File: src/hw/rtl/q_learning_action_update_assert.svh
// Assertion macros for the Q-learning action table.
// Included by q_learning_action_update.sv; expects aclk and aresetn in scope.
`ifndef Q_LEARNING_ACTION_UPDATE_ASSERT_SVH
`define Q_LEARNING_ACTION_UPDATE_ASSERT_SVH

// Same-cycle implication, disabled while reset is held.
`define QLAU_ASSERT_NOW(label, ante, cons, msg) \
    label: assert property (@(posedge aclk) disable iff (!aresetn) (ante) |-> (cons)) \
        else $error(msg);

// Next-cycle implication, disabled while reset is held.
`define QLAU_ASSERT_NEXT(label, ante, cons, msg) \
    label: assert property (@(posedge aclk) disable iff (!aresetn) (ante) |=> (cons)) \
        else $error(msg);

`endif

File: src/hw/rtl/qlau_pkg.sv
// Package for the Q-learning action table: control word types, step numbers,
// register indexes and the microcode program. No dependencies.
`timescale 1ns / 1ps

package qlau_pkg;

    // Step counter width and step numbers of the program.
    localparam int PC_W = 4;

    localparam logic [PC_W-1:0] STEP_IDLE   = 4'd0;
    localparam logic [PC_W-1:0] STEP_FETCH  = 4'd1;
    localparam logic [PC_W-1:0] STEP_QLOAD  = 4'd2;
    localparam logic [PC_W-1:0] STEP_REWARD = 4'd3;
    localparam logic [PC_W-1:0] STEP_TARGET = 4'd4;
    localparam logic [PC_W-1:0] STEP_MIXQ   = 4'd5;
    localparam logic [PC_W-1:0] STEP_SUM    = 4'd6;
    localparam logic [PC_W-1:0] STEP_WRITE  = 4'd7;
    localparam logic [PC_W-1:0] STEP_LOAD   = 4'd8;
    localparam logic [PC_W-1:0] STEP_SCAN0  = 4'd9;
    localparam logic [PC_W-1:0] STEP_SCAN   = 4'd10;
    localparam logic [PC_W-1:0] STEP_DONE   = 4'd11;

    // Register indexes on the configuration port.
    localparam logic [1:0] REG_TX_RX_WEIGHT = 2'd0;
    localparam logic [1:0] REG_QUEUE_WEIGHT = 2'd1;
    localparam logic [1:0] REG_LEARN_RATE   = 2'd2;
    localparam logic [1:0] REG_DISCOUNT     = 2'd3;

    // Operand pair presented to the shared multiplier.
    typedef enum logic [2:0] {
        MUL_TX = 3'd0,  // tx_rx_weight * (sent + received)
        MUL_QW = 3'd1,  // queue_weight * (before - after)
        MUL_GQ = 3'd2,  // discount * Q
        MUL_OQ = 3'd3,  // (1 - learn_rate) * Q
        MUL_LT = 3'd4   // learn_rate * target
    } mul_sel_t;

    // Accumulator operation on the registered product.
    typedef enum logic [2:0] {
        ACC_HOLD    = 3'd0,
        ACC_LOAD    = 3'd1,
        ACC_SUB     = 3'd2,
        ACC_ADD     = 3'd3,
        ACC_ADD_SHR = 3'd4
    } acc_op_t;

    // Table read address source.
    typedef enum logic [1:0] {
        RD_NONE = 2'd0,
        RD_IDX  = 2'd1,
        RD_ZERO = 2'd2,
        RD_NEXT = 2'd3
    } rd_sel_t;

    // Table write source.
    typedef enum logic [1:0] {
        WR_NONE   = 2'd0,
        WR_UPDATE = 2'd1,
        WR_LOAD   = 2'd2
    } wr_sel_t;

    // Handshake that holds the step counter.
    typedef enum logic [1:0] {
        WAIT_NONE = 2'd0,
        WAIT_IN   = 2'd1,
        WAIT_OUT  = 2'd2
    } wait_t;

    // Jump condition.
    typedef enum logic [1:0] {
        JC_NEVER     = 2'd0,
        JC_ALWAYS    = 2'd1,
        JC_LOAD      = 2'd2,
        JC_SCAN_MORE = 2'd3
    } jmp_t;

    typedef struct packed {
        mul_sel_t        mul;
        acc_op_t         acc;
        rd_sel_t         rd;
        logic            q_load;
        logic            reward_load;
        wr_sel_t         wr;
        logic            scan;
        logic            out_load;
        wait_t           wt;
        jmp_t            jc;
        logic [PC_W-1:0] target;
    } ctrl_word_t;

    // Microcode program: one control word per step.
    function automatic ctrl_word_t ucode(input logic [PC_W-1:0] pc);
        ctrl_word_t cw;
        cw = '0;
        unique case (pc)
            STEP_IDLE: begin
                cw.wt = WAIT_IN;
            end
            STEP_FETCH: begin
                cw.rd     = RD_IDX;
                cw.mul    = MUL_TX;
                cw.jc     = JC_LOAD;
                cw.target = STEP_LOAD;
            end
            STEP_QLOAD: begin
                cw.q_load = 1'b1;
                cw.mul    = MUL_QW;
                cw.acc    = ACC_LOAD;
            end
            STEP_REWARD: begin
                cw.mul = MUL_GQ;
                cw.acc = ACC_SUB;
            end
            STEP_TARGET: begin
                cw.mul         = MUL_OQ;
                cw.acc         = ACC_ADD_SHR;
                cw.reward_load = 1'b1;
            end
            STEP_MIXQ: begin
                cw.mul = MUL_LT;
                cw.acc = ACC_LOAD;
            end
            STEP_SUM: begin
                cw.acc = ACC_ADD;
            end
            STEP_WRITE: begin
                cw.wr     = WR_UPDATE;
                cw.jc     = JC_ALWAYS;
                cw.target = STEP_SCAN0;
            end
            STEP_LOAD: begin
                cw.wr = WR_LOAD;
            end
            STEP_SCAN0: begin
                cw.rd = RD_ZERO;
            end
            STEP_SCAN: begin
                cw.rd     = RD_NEXT;
                cw.scan   = 1'b1;
                cw.jc     = JC_SCAN_MORE;
                cw.target = STEP_SCAN;
            end
            STEP_DONE: begin
                cw.wt       = WAIT_OUT;
                cw.out_load = 1'b1;
                cw.jc       = JC_ALWAYS;
                cw.target   = STEP_IDLE;
            end
            default: begin
                cw.jc     = JC_ALWAYS;
                cw.target = STEP_IDLE;
            end
        endcase
        return cw;
    endfunction

endpackage

File: src/hw/rtl/q_learning_action_update.sv
// Q-learning action table with a microcoded update datapath.
// Depends on qlau_pkg and q_learning_action_update_assert.svh.
`timescale 1ns / 1ps

// Usage:
// The slave stream carries one item per word: tuser is the mode (update or
// load), tdata the action index, the four counts and the load value. Every
// item returns one master stream word with the best action, the new entry
// value, the reward and the saturation flag.
// The user must write configuration over the APB port only while the block is
// idle; the block does not enforce this. The step program drives one shared
// multiplier through five products in sequence for an update, then the
// best-action scan reads the table's read port once per entry; a load writes
// its value to the table before the scan. A new item is accepted only in the
// idle step, after the last one has entered the output register.
// The result sits in an output register, so the block finishes its next item
// while a result waits; it stalls only in its last step when the output is
// still full. Reset clears the table to zero through per-entry valid bits,
// restores the register defaults and empties the output; no clearing pass.
module q_learning_action_update
    import qlau_pkg::*;
#(
    parameter int NUM_ACTIONS = 4
) (
    input  logic        aclk,
    input  logic        aresetn,
    // Input stream.
    input  logic        s_tvalid,
    output logic        s_tready,
    // tdata from bit 0: action_index[1:0], sent_count[9:2], received_count[17:10],
    // queue_before[25:18], queue_after[33:26], load_value[65:34], zero pad.
    input  logic [71:0] s_tdata,
    // tuser from bit 0: mode.
    input  logic [0:0]  s_tuser,
    // Result stream.
    output logic        m_tvalid,
    input  logic        m_tready,
    // tdata from bit 0: best_action[1:0], new_q_value[33:2],
    // reward_value[56:34], saturated[57], zero pad.
    output logic [63:0] m_tdata,
    // Configuration port.
    input  logic        psel,
    input  logic        penable,
    input  logic        pwrite,
    input  logic [3:0]  paddr,
    input  logic [31:0] pwdata,
    output logic [31:0] prdata,
    output logic        pready
);

    localparam int IDX_W = $clog2(NUM_ACTIONS);
    localparam logic [IDX_W-1:0] LAST_IDX = IDX_W'(NUM_ACTIONS - 1);
    localparam int ACC_W = 52;

    // Configuration registers.
    logic [11:0] tx_rx_weight_reg;
    logic [11:0] queue_weight_reg;
    logic [15:0] learn_rate_reg;
    logic [15:0] discount_reg;

    // Sequencer.
    logic [PC_W-1:0] pc_reg, pc_next;
    ctrl_word_t      cw;
    logic            s_accept;
    logic            out_free;
    logic            wait_hold;
    logic            jump_taken;

    // Latched input item.
    logic             mode_reg;
    logic [IDX_W-1:0] idx_reg;
    logic [7:0]       sent_reg, recv_reg, qb_reg, qa_reg;
    logic [31:0]      load_reg;

    // Datapath.
    logic signed [17:0]      mul_a;
    logic signed [33:0]      mul_b;
    logic signed [ACC_W-1:0] prod_reg, prod_next;
    logic signed [ACC_W-1:0] acc_reg, acc_next;
    logic signed [31:0]      q_reg;
    logic [22:0]             reward_reg;
    logic signed [31:0]      result_reg;
    logic                    sat_reg;
    logic [8:0]              count_sum;
    logic signed [9:0]       queue_diff;
    logic signed [35:0]      nq;
    logic                    nq_ovf;
    logic signed [31:0]      upd_val;

    // Table and scan.
    logic [31:0]          q_mem [NUM_ACTIONS];
    logic [NUM_ACTIONS-1:0] q_valid_reg;
    logic [31:0]          rd_data_reg;
    logic                 rd_valid_reg;
    logic signed [31:0]   rd_q;
    logic [IDX_W-1:0]     raddr;
    logic [IDX_W-1:0]     cmp_idx_reg;
    logic [IDX_W-1:0]     scan_next;
    logic signed [31:0]   best_val_reg;
    logic [IDX_W-1:0]     best_idx_reg;
    logic                 wr_en;
    logic [31:0]          wr_data;

    // Output register.
    logic        out_valid_reg;
    logic [63:0] out_data_reg;

    // APB access: always ready, reads return the register values.
    assign pready = 1'b1;

    always_comb begin
        unique case (paddr[3:2])
            REG_TX_RX_WEIGHT: prdata = 32'(tx_rx_weight_reg);
            REG_QUEUE_WEIGHT: prdata = 32'(queue_weight_reg);
            REG_LEARN_RATE:   prdata = 32'(learn_rate_reg);
            REG_DISCOUNT:     prdata = 32'(discount_reg);
            default:          prdata = '0;
        endcase
    end

    always_ff @(posedge aclk) begin
        if (!aresetn) begin
            tx_rx_weight_reg <= 12'd768;
            queue_weight_reg <= 12'd384;
            learn_rate_reg   <= 16'd6554;
            discount_reg     <= 16'd58982;
        end else if (psel && penable && pwrite && pready) begin
            case (paddr[3:2])
                REG_TX_RX_WEIGHT: tx_rx_weight_reg <= pwdata[11:0];
                REG_QUEUE_WEIGHT: queue_weight_reg <= pwdata[11:0];
                REG_LEARN_RATE:   learn_rate_reg   <= pwdata[15:0];
                REG_DISCOUNT:     discount_reg     <= pwdata[15:0];
                default: ;
            endcase
        end
    end

    // Step counter: hold on an unmet handshake, else jump or advance.
    assign cw        = ucode(pc_reg);
    assign s_tready  = (pc_reg == STEP_IDLE);
    assign s_accept  = s_tvalid && s_tready;
    assign out_free  = !out_valid_reg || m_tready;
    assign scan_next = (cmp_idx_reg == LAST_IDX) ? '0 : cmp_idx_reg + 1'b1;

    always_comb begin
        case (cw.wt)
            WAIT_IN:  wait_hold = !s_tvalid;
            WAIT_OUT: wait_hold = !out_free;
            default:  wait_hold = 1'b0;
        endcase
        case (cw.jc)
            JC_ALWAYS:    jump_taken = 1'b1;
            JC_LOAD:      jump_taken = mode_reg;
            JC_SCAN_MORE: jump_taken = (cmp_idx_reg != LAST_IDX);
            default:      jump_taken = 1'b0;
        endcase
        if (wait_hold) begin
            pc_next = pc_reg;
        end else if (jump_taken) begin
            pc_next = cw.target;
        end else begin
            pc_next = pc_reg + 1'b1;
        end
    end

    always_ff @(posedge aclk) begin
        if (!aresetn) begin
            pc_reg <= STEP_IDLE;
        end else begin
            pc_reg <= pc_next;
        end
    end

    // Capture the input word; an index past the table folds back onto it.
    // The index field is two bits and the table holds at least two entries,
    // so one subtraction covers every case.
    always_ff @(posedge aclk) begin
        if (s_accept) begin
            mode_reg <= s_tuser[0];
            if (32'(s_tdata[1:0]) >= NUM_ACTIONS) begin
                idx_reg <= IDX_W'(32'(s_tdata[1:0]) - NUM_ACTIONS);
            end else begin
                idx_reg <= IDX_W'(s_tdata[1:0]);
            end
            sent_reg <= s_tdata[9:2];
            recv_reg <= s_tdata[17:10];
            qb_reg   <= s_tdata[25:18];
            qa_reg   <= s_tdata[33:26];
            load_reg <= s_tdata[65:34];
        end
    end

    // Operand selection for the shared multiplier.
    assign count_sum  = {1'b0, sent_reg} + {1'b0, recv_reg};
    assign queue_diff = signed'({2'b00, qb_reg}) - signed'({2'b00, qa_reg});

    always_comb begin
        case (cw.mul)
            MUL_TX: begin
                mul_a = signed'({6'd0, tx_rx_weight_reg});
                mul_b = signed'({25'd0, count_sum});
            end
            MUL_QW: begin
                mul_a = signed'({6'd0, queue_weight_reg});
                mul_b = {{24{queue_diff[9]}}, queue_diff};
            end
            MUL_GQ: begin
                mul_a = signed'({2'd0, discount_reg});
                mul_b = {{2{q_reg[31]}}, q_reg};
            end
            MUL_OQ: begin
                mul_a = signed'({1'b0, 17'h10000 - {1'b0, learn_rate_reg}});
                mul_b = {{2{q_reg[31]}}, q_reg};
            end
            MUL_LT: begin
                mul_a = signed'({2'd0, learn_rate_reg});
                mul_b = acc_reg[33:0];
            end
            default: begin
                mul_a = '0;
                mul_b = '0;
            end
        endcase
        prod_next = mul_a * mul_b;
    end

    // Accumulator on the registered product.
    always_comb begin
        case (cw.acc)
            ACC_LOAD:    acc_next = prod_reg;
            ACC_SUB:     acc_next = acc_reg - prod_reg;
            ACC_ADD:     acc_next = acc_reg + prod_reg;
            ACC_ADD_SHR: acc_next = acc_reg + (prod_reg >>> 16);
            default:     acc_next = acc_reg;
        endcase
    end

    // Final shift and saturation to the 32-bit range.
    assign nq      = acc_reg[ACC_W-1:16];
    assign nq_ovf  = !((&nq[35:31]) || !(|nq[35:31]));
    assign upd_val = nq_ovf ? (nq[35] ? 32'sh80000000 : 32'sh7FFFFFFF) : nq[31:0];

    always_ff @(posedge aclk) begin
        prod_reg <= prod_next;
        acc_reg  <= acc_next;
        if (cw.q_load) begin
            q_reg <= rd_q;
        end
        if (cw.reward_load) begin
            reward_reg <= acc_reg[22:0];
        end
        if (cw.wr == WR_UPDATE) begin
            result_reg <= upd_val;
            sat_reg    <= nq_ovf;
        end else if (cw.wr == WR_LOAD) begin
            result_reg <= signed'(load_reg);
            sat_reg    <= 1'b0;
            reward_reg <= '0;
        end
    end

    // Table port: one write and one registered read per cycle.
    assign wr_en   = (cw.wr != WR_NONE);
    assign wr_data = (cw.wr == WR_LOAD) ? load_reg : upd_val;
    assign rd_q    = rd_valid_reg ? signed'(rd_data_reg) : '0;

    always_comb begin
        case (cw.rd)
            RD_IDX:  raddr = idx_reg;
            RD_NEXT: raddr = scan_next;
            default: raddr = '0;
        endcase
    end

    always_ff @(posedge aclk) begin
        if (wr_en) begin
            q_mem[idx_reg] <= wr_data;
        end
        rd_data_reg <= q_mem[raddr];
    end

    // Entries that were never written read as zero.
    always_ff @(posedge aclk) begin
        if (!aresetn) begin
            q_valid_reg  <= '0;
            rd_valid_reg <= 1'b0;
        end else begin
            if (wr_en) begin
                q_valid_reg[idx_reg] <= 1'b1;
            end
            rd_valid_reg <= q_valid_reg[raddr];
        end
    end

    // Best-action scan: the first strictly larger value wins, so ties keep
    // the lowest index.
    always_ff @(posedge aclk) begin
        if (cw.rd == RD_ZERO) begin
            cmp_idx_reg <= '0;
        end else if (cw.rd == RD_NEXT) begin
            cmp_idx_reg <= scan_next;
        end
        if (cw.scan && ((cmp_idx_reg == '0) || (rd_q > best_val_reg))) begin
            best_val_reg <= rd_q;
            best_idx_reg <= cmp_idx_reg;
        end
    end

    // Output register.
    always_ff @(posedge aclk) begin
        if (!aresetn) begin
            out_valid_reg <= 1'b0;
        end else if (cw.out_load && out_free) begin
            out_valid_reg <= 1'b1;
        end else if (m_tready) begin
            out_valid_reg <= 1'b0;
        end
    end

    always_ff @(posedge aclk) begin
        if (cw.out_load && out_free) begin
            out_data_reg <= {6'd0, sat_reg, reward_reg, result_reg, 2'(best_idx_reg)};
        end
    end

    assign m_tvalid = out_valid_reg;
    assign m_tdata  = out_data_reg;

    // Checks on the sequencer and datapath.
`include "q_learning_action_update_assert.svh"

    `QLAU_ASSERT_NEXT(a_accept_fetch, s_accept, pc_reg == STEP_FETCH,
        "accepted word did not start the fetch step")
    `QLAU_ASSERT_NEXT(a_done_holds, (pc_reg == STEP_DONE) && !out_free,
        pc_reg == STEP_DONE, "result step left while the output was full")
    `QLAU_ASSERT_NOW(a_sat_clipped, sat_reg,
        (result_reg == 32'sh7FFFFFFF) || (result_reg == 32'sh80000000),
        "saturation flag set on an unclipped value")
    `QLAU_ASSERT_NOW(a_scan_bound, pc_reg == STEP_SCAN, cmp_idx_reg <= LAST_IDX,
        "scan index ran past the table")

endmodule
File: config.mk
export PLATFORM = sky130hd
export DESIGN_NAME = q_learning_action_update
export DESIGN_NICKNAME = d
export VERILOG_FILES = /design/src/hw/rtl/qlau_pkg.sv /design/src/hw/rtl/q_learning_action_update.sv
export VERILOG_INCLUDE_DIRS = /design/src /design/src/hw/rtl
export SDC_FILE = /design/constraint.sdc
export NUM_CORES = 2
export LEC_CHECK = 0
export BUFFER_PORTS_ARGS = -buffer_cell sky130_fd_sc_hd__buf_4
export CAP_MARGIN = 20
export CORE_MARGIN = 2
export CORE_UTILIZATION = 69
export DETAILED_ROUTE_END_ITERATION = 8
export PLACE_DENSITY = 0.88
export SLEW_MARGIN = 25
export SYNTH_ARGS = -nofsm -noshare
export SYNTH_HDL_FRONTEND = slang
export SYNTH_SLANG_ARGS = --single-unit
File: constraint.sdc
create_clock -name aclk -period 13.03 [get_ports aclk]
set_input_delay 1.9545 -clock aclk [delete_from_list [all_inputs] [get_ports aclk]]
set_output_delay 1.9545 -clock aclk [all_outputs]
set_load 0.01 [all_outputs]
; Word-level counts from Yosys, hierarchy flattened
; Memories as Yosys holds them, arrays and structs flattened. A register that Yosys moved wholly into a read port is not among the register bits.
; Cells that the tools add are included.
[classes]
n_bitwise = 1
multipliers = 1
n_eq_ne = 34
addsub = 8
reduce_logical = 31
magnitude_cmp = 4
n_mux = 38
[ops]
columns = op, count
row1 = $pmux 52 s4, 1
row2 = $mux 32, 6
row3 = $pmux 34 s4, 1
row4 = $pmux 32 s4, 1
row5 = $pmux 17 s5, 1
row6 = $mux 23, 3
row7 = $add 52x36->52, 1
row8 = $add 52x52->52, 1
row9 = $mul 18x34->52, 1
row10 = $sub 52x52->52, 1
row11 = $gt 32x32->1, 1
row12 = $pmux 3 s4, 2
row13 = $pmux 6 s4, 1
row14 = $eq 2x2->1 const B, 9
row15 = $sub 17x16->17 const A, 1
row16 = $eq 4x3->1 const B, 4
row17 = $eq 4x4->1 const B, 4
row18 = $eq 3x2->1 const B, 4
row19 = $mux 1, 12
row20 = $pmux 2 s2, 3
row21 = $eq 2x1->1 const B, 5
row22 = $add 8x8->9, 1
row23 = $sub 8x8->9, 1
row24 = $eq 4x2->1 const B, 2
row25 = 29 further kinds, 50
[word_totals]
mem_count = 1
ramBits = 128
word_cells = 143
reg_bits = 419
[mem_list]
columns = memory, words, width, read_ports, rd_clocked_by_memory_dff, wr, line
row1 = q_mem, 4, 32, 1, 1, 1, q_learning_action_update.sv:91  ; logic [31:0] q_mem [NUM_ACTIONS];

; Logic depth before layout (Yosys ltp)
[logic_depth]
ltp_word = 6
ltp_mapped = 38
ltp_nobuf = 36

; Worst setup path before layout
; Ideal clock, no wire load.
[synth_timing]
path_kind = register to register
from = register pc_reg[3]
to = register prod_reg[51]
setup_slack_ps = 4459
setup_ps = 121
stages_incl_launch_ff = 32
period_less_slack_ps = 8571
t_arrival_ps = 8450
path_cell_list = dfxtp_1 > clkbuf_1 > nor2_1 > nand2_1 > inv_1 > nand2b_1 > a211oi_1 > clkbuf_1 > a221o_1 > clkbuf_1 > nand2_1 > fa_1 > fa_1 > fa_1 > inv_1 > fa_1 > fa_1 > inv_1 > fa_1 > inv_1 > ha_1 > a21o_1 > a21o_1 > a21o_1 > a221oi_1 > o211ai_1 > a41oi_1 > o21ai_0 > a21bo_2 > a21oi_1 > o21ai_0 > xnor2_1
[synth_via]
elab_chain_len = 6
word_cells_on_any_way = 14
classes_between = mul (1) / eq/ne (8) / mux (3) / reduce/logical (2)
[synth_lines]
columns = element, line
row1 = start: declaration, q_learning_action_update.sv:62  ; logic [PC_W-1:0] pc_reg, pc_next;
row2 = start signal: assignment, q_learning_action_update.sv:170  ; pc_reg <= pc_next;
row3 = $eq 4x3->1 or $eq 4x2->1 (tied branches), qlau_pkg.sv:95  ; unique case (pc)
row4 = $pmux 3 s4 *, qlau_pkg.sv:95
row5 = $eq 3x2->1, q_learning_action_update.sv:198  ; case (cw.mul)
row6 = $reduce_or 2->1 (no source line), -
row7 = $pmux 34 s4, q_learning_action_update.sv:198
row8 = $mul 18x34->52 *, q_learning_action_update.sv:224  ; prod_next = mul_a * mul_b;
row9 = named net prod_next[51], q_learning_action_update.sv:78  ; logic signed [ACC_W-1:0] prod_reg, prod_next;
row10 = end signal: assignment, q_learning_action_update.sv:244  ; prod_reg <= prod_next;
row11 = end: declaration, q_learning_action_update.sv:78
; The timed path passes the listed nets; every way through them passes the cells marked *.
; A chain may end at the register's enable or synchronous reset.

; Worst setup path after layout
[layout_timing]
from = register pc_reg[0]
to = register prod_reg[51]
; The elaborated chain is that of the path after synthesis.

==> summary by stage <==
Logic synthesis
Of the synthesized area, sequential elements account for 33.31%. For this run, the number of Yosys warnings is 0. The synthesized netlist contains 73 unique library cells. The count of flip-flops with a built-in enable after synthesis is 404. For this run, asynchronously set or reset flops after synthesis account for 0%.

The mapped netlist covers between 40000 and 50000 um2. Ranked by instance count, the synthesized netlist is headed by 722 x sky130_fd_sc_hd__inv_1, 637 x sky130_fd_sc_hd__nand2_1, 554 x sky130_fd_sc_hd__fa_1. The synthesized netlist cell count is 4678. The area share of the leading cell type in the synthesized netlist is 25.84%. Sorting the synthesized cells by area gives the leading types as sky130_fd_sc_hd__edfxtp_1 26%, sky130_fd_sc_hd__fa_1 24%, sky130_fd_sc_hd__dfxtp_1 7.5%. In this run, synthesis produced a sequential element count of 579.

sky130_fd_sc_hd__inv_1 is the most common cell in the netlist. Each instance of the synthesized netlist takes up on average ~10 um2. The post-synthesis cell type with the largest combined area is sky130_fd_sc_hd__edfxtp_1. In the synthesized netlist the dominant register cell turns out to be sky130_fd_sc_hd__edfxtp_1.

CTS
The clock net in this run drives a total of 579 sinks. The TritonCTS clock tree is built. The maximum clock path buffer count is 3. At the later pin of the worst-skew pair, clock insertion delay measures roughly 0.62 ns. The number of clock buffers added by TritonCTS is between 50 and 60. The clock root buffer is sky130_fd_sc_hd__clkbuf_16. The clock-pin slew of the registers on the worst-case setup and hold paths is ~0.070 ns. The buffers inserted during post-CTS setup optimization is 0. The H-tree was split into 2 levels.

The post-cts gate resize count is 0. The number of buffers inserted by hold repair at cts is 0.

Setup path
The cell repeated most along the worst path is sky130_fd_sc_hd__fa_1. The critical path required time is 13.51 ns. The worst setup path is captured at a flip-flop.

STA classifies the critical path startpoint as a flip-flop. The worst setup path is of the reg -> reg kind. Data arrives at the worst endpoint at 10.74 ns. The reg-to-reg critical path startpoint is pc_reg[0]. Tracing the worst setup path back leads to its startpoint at pc_reg[0]. The largest stage delay on the critical path is 0.55 ns.

The largest driver fanout on the critical path is 62. The critical-path cell with the highest stage delay is sky130_fd_sc_hd__ha_1.

Pwr
The worst supply voltage drop on vdd is 0.0002397 V. The net switching component of the power is 5.473 mW. Registers are responsible for 25.1% of the overall power.

The reported leakage power is between 20 and 25 nW. Internal power comes to ~6 mW. The power per cell area is between 200 and 250 nW/um2. Combinational cells account for roughly three fifths of the total power. The proportion of power drawn by the clock network is a little over an eighth. In this run switching power makes up 47.99% of total power.

Drt
In this run the remaining antenna-violating nets after routing total 0. The first routing iteration left 3995 violations. In the final routed layout, each cell accounts on average for 23.00 um. After detailed routing, the total wire length is 130300 um. In the routed design, unresolved DRC markers number 0. The number of iterations in the first detailed-routing pass is 7.

The average via count per standard cell is 6.396. Detailed routing inserted a total of 36239 vias.

GRT
Entering global routing, the biggest net connects 78 pins. The first global-routing pass estimated 204300 um of wire. The number of antenna violations at the first check in global routing is 1. The total routing resource utilization after global routing is 37.77%. The sum of overflow across all layers after global routing is 0. The via count of the first global-routing pass is 37251.

Finish
The number of nets at the end of the flow is approximately 5700. The share of the core filled with cells in the final layout is 75.57%. After routing the design area is slightly above 50000 um2. The fraction of layout cells with a size suffix above 1 is 8.660%. The register with the most flip-flops in the layout has about 130 of them. Compared with the post-synthesis result, the final layout area differs by 8.314%. More flip-flops sit in one register than any other, and that register is q_mem.

Timing
For this run, the top clock speed supported by timing is approximately 0.097 GHz. The count of final setup violators is 0. The transition time at the pin with the least slew margin is 1.116 ns. The total negative slack is 0 ns. Clock skew on the completed layout was measured at 0.06184 ns. The number of pins exceeding their max-slew limit in the final report is 0. The remaining max-slew budget at the tightest pin is 25.59%. Setup repair after global routing left no endpoint under its margin.

The share of the clock period used by the worst path after layout is around 80%. The number of hold violations in the final report is 0. The shortest clock period the worst path allows after layout is roughly 10 ns.

Floorplanning
The die covers approximately 70000 um2. The floorplan row count is 95. For this configuration, the core starts out at a cell density of 69.77%.

The total area inside the core boundary comes to 67280 um2. The number of top-level pins is 215. Measured along the y axis, the die boundary spans 264.8 um. The floorplan step set the die width to 264.8 um.

Placement
In this run the tool buffered the top-level ports with 167 buffer cells. The HPWL after detailed placement is 97240 um. The placed instance area is 49090 um2. The last weighted congestion value of the routability-driven placer is between 0.9 and 1.

Outcome
The flow ran to the end, and the final reports show no timing, DRC or antenna violations.

Worst hold path
The critical hold path startpoint is best_idx_reg[1]. The classification of the worst-slack hold path is reg -> reg.

Flow run
The number of max-cap violations is 0.
## cell families (layout without fill, tap and decap cells)
family,after synthesis,in the layout,synth area share [%]
AND/OR/NAND/NOR,1374,1374,12.70
AO/OA/AOI/OAI,759,759,10.81
adder cells (fa/ha/maj),788,788,29.86
XOR/XNOR,114,114,2.127
multiplexers,96,96,3.252
flip-flops,579,579,33.31
buffers and inverters,966,1059,7.925
other,2,24,0.01600
## cells in the final DEF, fill, tap and decap left out, drive strengths merged, types with 82 or more instances in the layout
| cell | netlist | routed |
|---|---|---|
| ha | 234 | 234 |
| buf | 38 | 239 |
| inv | 722 | 724 |
| nand2 | 637 | 637 |
| a21oi | 206 | 206 |
| o21ai | 164 | 164 |
| edfxtp | 404 | 404 |
| nor2 | 391 | 391 |
| a21o | 82 | 82 |
| fa | 554 | 554 |
| dfxtp | 175 | 175 |
## path summary, 6_finish.rpt
kind	endpoint	slack, ns	cells past startpoint
max	prod_reg[51]	2.77	33
min	m_tdata[1]	0.41	0
max reg2reg	prod_reg[51]	2.77	33
min reg2reg	m_tdata[1]	0.41	0
## critical path, delay by kind of cell (launching register included)
family / cells / cell delay, ns
AO/OA/AOI/OAI: 13 / 3.26
adder cells (fa/ha/maj): 8 / 3.80
flip-flops: 1 / 0.35
AND/OR/NAND/NOR: 3 / 1.12
XOR/XNOR: 1 / 0.16
buffers and inverters: 8 / 1.39
## layer usage
layer | part of all wire, % | vias to the layer above | routed length (um) | GRT usage, %
met3 | 10 | 641 | 13190 | 7.078
met4 | 7.4 | 0 | 9604 | 22.45
met5 | 0 | - | 0 | 0
met1 | 35 | 17766 | 45240 | 46.64
li1 | - | 15566 | - | -
met2 | 48 | 2266 | 62270 | 62.47
## power groups by stage
stage	Clock, mW	Combinational [mW]	Sequential, mW
3_3_place_gp	0	6.52	2.86
2_1_floorplan	0	4.91	2.68
4_1_cts	1.56	6.85	2.84
5_1_grt	1.64	7.65	2.87
3_5_place_dp	0	6.72	2.87
6_report	1.57	6.97	2.87
## layout make-up
type                    count  area, um2
clock buffers              74       1488
multi-input cells        3154      27880
flip-flops and latches    579      15640
clock inverters            24      252.7
well taps                 873       1092
inverters                 722       2710
fillers                  4311      16430
diodes                      1      2.502
repair buffers            239       1787
## per-stage QoR
| step | hold WS, ns | worst slack (ns) | std cells | power [mW] |
|---|---|---|---|---|
| after floorplan | 0.4003 | 4.459 | 4699 | 7.589 |
| after global placement | 0.4032 | 3.242 | 5564 | 9.373 |
| after detailed placement | 0.4045 | 3.038 | 5566 | 9.591 |
| after CTS | 0.4174 | 2.955 | 5664 | 11.25 |
| after global routing | 0.4203 | 2.272 | 5665 | 12.15 |
| final | 0.4124 | 2.768 | 5666 | 11.41 |
(Power assumes the default switching activity.)
